### src/rtl/soa_pkg.sv
// Shared constants, types and the sine table generator for the odometry accumulator.
`timescale 1ns / 1ps

package soa_pkg;

    localparam int WHEEL_COUNT = 4;
    localparam int ANGLE_W     = 16;
    localparam int TRAVEL_W    = 16;
    localparam int POS_W       = 32;
    localparam int SIN_W       = 15;
    localparam int TRIG_W      = 16;
    localparam int PROD_W      = 32;
    localparam int SUM_W       = 34;
    localparam int DELTA_SHIFT = 17;
    localparam int DELTA_W     = SUM_W - DELTA_SHIFT;
    localparam int CFG_IDX_W   = 2;

    localparam logic [ANGLE_W-1:0] QUARTER_TURN = 16'd16384;
    localparam logic [63:0]        HALF_PI_Q30  = 64'd1686629713;

    localparam logic [CFG_IDX_W-1:0] CFG_START_X = 2'd0;
    localparam logic [CFG_IDX_W-1:0] CFG_START_Y = 2'd1;

    // Denominators (2k)(2k+1) of the Taylor terms of sine, k = 1..7.
    localparam logic [63:0] TAYLOR_DIV [7] = '{
        64'd6, 64'd20, 64'd42, 64'd72, 64'd110, 64'd156, 64'd210
    };

    typedef struct packed {
        logic lookup;
        logic mult;
    } pipe_en_t;

    // Unsigned Q0.15 sine of an angle given in Q2.30 radians, evaluated at elaboration.
    function automatic logic [SIN_W-1:0] sine_entry(input logic [63:0] x);
        logic [63:0]        x2;
        logic [63:0]        term;
        logic signed [65:0] sum;
        logic signed [65:0] q;
        x2   = (x * x) >> 30;
        term = x;
        sum  = $signed({2'b00, x});
        for (int k = 1; k <= 7; k++) begin
            term = ((term * x2) >> 30) / TAYLOR_DIV[k-1];
            if (k[0]) begin
                sum = sum - $signed({2'b00, term});
            end else begin
                sum = sum + $signed({2'b00, term});
            end
        end
        if (sum < 0) begin
            sum = '0;
        end
        q = (sum + 66'sd16384) >>> 15;
        if (q > 66'sd32767) begin
            q = 66'sd32767;
        end
        return q[SIN_W-1:0];
    endfunction

endpackage

### src/rtl/soa_merge.sv
// Merging stage: sums the lane products and rounds them to position deltas.
`timescale 1ns / 1ps

module soa_merge (
    input  logic                               aclk,
    input  logic                               en,
    input  logic signed [soa_pkg::PROD_W-1:0]  prod_x [soa_pkg::WHEEL_COUNT],
    input  logic signed [soa_pkg::PROD_W-1:0]  prod_y [soa_pkg::WHEEL_COUNT],
    output logic signed [soa_pkg::DELTA_W-1:0] delta_x,
    output logic signed [soa_pkg::DELTA_W-1:0] delta_y
);

    localparam logic signed [soa_pkg::SUM_W-1:0] ROUND_HALF = 34'sd65536;

    logic signed [soa_pkg::SUM_W-1:0]   sum_x;
    logic signed [soa_pkg::SUM_W-1:0]   sum_y;
    logic signed [soa_pkg::SUM_W-1:0]   rnd_x;
    logic signed [soa_pkg::SUM_W-1:0]   rnd_y;
    logic signed [soa_pkg::DELTA_W-1:0] delta_x_reg;
    logic signed [soa_pkg::DELTA_W-1:0] delta_y_reg;

    always_comb begin
        sum_x = '0;
        sum_y = '0;
        for (int w = 0; w < soa_pkg::WHEEL_COUNT; w++) begin
            sum_x = sum_x + soa_pkg::SUM_W'(prod_x[w]);
            sum_y = sum_y - soa_pkg::SUM_W'(prod_y[w]);
        end
        // Dropping the low bits of the biased sum floors it, which rounds half up.
        rnd_x = sum_x + ROUND_HALF;
        rnd_y = sum_y + ROUND_HALF;
    end

    always_ff @(posedge aclk) begin
        if (en) begin
            delta_x_reg <= rnd_x[soa_pkg::SUM_W-1:soa_pkg::DELTA_SHIFT];
            delta_y_reg <= rnd_y[soa_pkg::SUM_W-1:soa_pkg::DELTA_SHIFT];
        end
    end

    assign delta_x = delta_x_reg;
    assign delta_y = delta_y_reg;

endmodule

### config.mk
export PLATFORM = sky130hd
export DESIGN_NAME = soa_merge
export DESIGN_NICKNAME = d
export VERILOG_FILES = /design/src/rtl/soa_pkg.sv /design/src/rtl/soa_merge.sv
export SDC_FILE = /design/constraint.sdc
export NUM_CORES = 1
export LEC_CHECK = 0
export ABC_AREA = 1
export BUFFER_PORTS_ARGS = -buffer_cell sky130_fd_sc_hd__buf_4
export CAP_MARGIN = 25
export CELL_PAD_IN_SITES_DETAIL_PLACEMENT = 1
export CELL_PAD_IN_SITES_GLOBAL_PLACEMENT = 1
export CORE_MARGIN = 1.5
export CORE_UTILIZATION = 38
export DETAILED_ROUTE_END_ITERATION = 10
export PLACE_DENSITY_LB_ADDON = 0.1
export SLEW_MARGIN = 25
export SYNTH_ARGS = -nofsm -noshare
export SYNTH_HDL_FRONTEND = slang
export SYNTH_SLANG_ARGS = --single-unit
### constraint.sdc
create_clock -name aclk -period 4.2 [get_ports aclk]
set_clock_uncertainty 0.2 [all_clocks]
set_input_delay 0.63 -clock aclk [delete_from_list [all_inputs] [get_ports aclk]]
set_output_delay 0.63 -clock aclk [all_outputs]
set_load 0.1 [all_outputs]
==> metrics.md <==
| Metric | Value |
|---|---|
| NetSw | `4.19 mW` |
| Share of the synthesized area in the top cell type | `26.0%` |
| Unrepaired setup endpoints after global routing | `false` |
| Slowest CP cell | `fa_1` |
| Setup tns final | `0 ps` |
| Initial core utilization | `38.9%` |
| Clock power share | `7.3%` |
| Ports | `292` |
| Ys flop type | `edfxtp_1` |
| Core Box Area | `25300 um2` |
| CP Buf/Inv Count | `5` |
| Nets@finish | `2227` |
| Met2 WL | `14700 um` |
| Critical path class | `input pin to flip-flop` |
| Fmax achieved | `270 MHz` |
| Post-route DRC | `0` |
| Crit. End Element | `flip-flop` |
| Final core area utilization | `49.9%` |
| Period utilization | `88.3%` |
| Port buffer count | `291` |
| Max Slew Vio Count | `0` |
| H-tree depth | `2` |
| Fill count | `3354` |
| Root buffer cell | `clkbuf_16` |
| Rows | `58` |
| DR iter-0 viols | `242` |
| Crit path required time | `4030 ps` |
| Router iterations before antenna repair | `7` |
| Die width | `164 um` |
| Reg power frac | `10.5%` |
| Post-Syn Area per Cell | `6.93 um2` |
| Routed WL | `26600 um` |
| CP cell instances | `buf_4, inv_1, fa_1, inv_1, fa_1, fa_1, ha_1, nand2_1, inv_1, nand2_1, inv_1, nand2_1, nand2_1, a21oi_1, nand2_1, nand2_1, nand2_1` |
| Internal | `2.70 mW` |
| Final Non-Filler Cells | `2050` |
| Synth cell types | `27` |
| Relative slew margins | `64.6%` |
| CTS Buf Count | `5` |
| Post_cts resized | `0` |
| Layout cells sized above 1 | `20.0%` |
| Die ar. | `26900 um2` |
| CP delay by family, top | `adder cells` |
| Placer congestion estimate | `0.880` |
| Hold slack | `653 ps` |
| GRT Total Usage | `20.3%` |
| Register bit total from synthesis | `34` |
| Post-DP Area | `12400 um2` |
| Post-CTS Setup Inserts | `0` |
| Largest net degree at the start of global routing | `35` |
| Register area | `1020 um2` |
| Worst VDD drop | `0.295 mV` |
| Vias/cell | `4.62` |
| Multi-input combinational cell area | `7040 um2` |
| Syn Inst Count | `1421` |
| Final global-route overflow total | `0` |
| Fin. Hold Viols | `0` |
| Leak | `7.73 nW` |
| M1 wire length | `10400 um` |
| CP Max Fanout | `5` |
| Worst Hold Class | `input pin to flip-flop` |
| Syn nets | `1929` |
| Max incr delay on CP | `540 ps` |
| Crit path DAT | `3540 ps` |
| Status | `completed` |
| Post-Syn Area | `9840 um2` |
| Most frequent CP cell | `nand2_1` |
| Sink Count | `34` |
| Final setup fails | `0` |
| Post-Place Worst Slack | `187 ps` |
| Clock Tree Buf Depth | `2` |
| Yosys top cell by area | `fa_1` |
| Post-CTS Hold Fix Bufs | `0` |
| Vias | `9466` |
| CTS tree | `built` |
| Sequential area share after synthesis | `10.4%` |
| Ranking of synthesized cells by area | `fa_1 26%, inv_1 18%, ha_1 16%` |
| Die Y | `164 um` |
| Final WS setup | `491 ps` |
| CP Launch Type | `input pin` |
| Post-DP HPWL | `24800 um` |
| Area delta synth->final | `28.3%` |
| N_diodes | `0` |
| Worst-margin pin slew | `531 ps` |
| Routed wl met3 | `1070 um` |
| ANT nets after route | `0` |
| Uppermost layer routed | `met4` |
| Logic pwr share | `82.2%` |
| Number of synthesized flops with an enable pin | `34` |
| Sw Ratio | `60.8%` |
| First-pass GRT wire length | `44400 um` |
| Ys Warns | `0` |
| Final Critical Period | `3710 ps` |
| CTS clk-pin slew, worst paths | `60 ps` |
| Final Instance Area | `12600 um2` |
| Post-synth ARST share | `0%` |
| Routed length per instance | `13.0 um` |
| Vias in the first global route | `10281` |
| Final Power | `6.88 mW` |
| P per Cell Area | `545 nW/um2` |
| Max-Cap Viols | `0` |
| Antenna violations before repair | `0` |
| Dpl cells | `2042` |
## power by group through the flow
stage | clock (mW) | combinational, mW | sequential (mW)
after floorplan | 0 | 2.91 | 1.99
after global placement | 0 | 5.57 | 0.735
after detailed placement | 0 | 5.70 | 0.731
after CTS | 0.504 | 5.73 | 0.730
after global routing | 0.515 | 6.31 | 0.745
final | 0.499 | 5.66 | 0.724
## worst paths after layout
path                               endpoint  slack (ps)  depth (start not counted)       start
worst max-delay path  delta_x[11]$_DFFE_PP_         490                         17  prod_x[15]
worst min-delay path  delta_x[13]$_DFFE_PP_         650                          1          en
## cell families after synthesis
logic type      synth area share, %
simple gates                   23.8
buf+inv                        18.0
fa+ha+maj                      41.6
compound gates                 5.48
flops                          10.4
xor+xnor                      0.801
## cells in the mapped netlist (7+ instances only)
master,count
inv_1,469
nand2_1,345
fa_1,128
ha_1,122
nor2_1,95
a21oi_1,60
nand3_1,60
edfxtp_1,34
o21ai_0,27
nor2_2,14
nand2_2,13
o21bai_1,9
nor3_2,7
xor2_1,7
## cells in the final DEF (no fill, tap or decap), drive strengths merged
master	n
fa	128
clkinv	1
a21oi	62
nor2	111
buf	291
o21ai	30
xnor2	2
inv	473
and3	2
xor2	7
nand4	6
ha	122
o21bai	9
clkbuf	5
nand2	359
bufinv	2
and2	1
nand3	61
nor3	14
edfxtp	34
## cell type report
class                      instances  share of cell area [%]
clock buffer                       5                   0.991
clock inverter                     3                   0.505
inverter                         473                    14.1
multi-input combinational        914                    55.8
sequential                        34                    8.09
tap                              330                    3.27
timing repair buffer             291                    17.3
## metal layers
metal,vias up,GRT usage [%]
met5,-,0
met4,0,3.47
met3,28,2.37
met2,191,41.8
met1,4501,21.8
li1,4746,-
(Power assumes the default switching activity.)
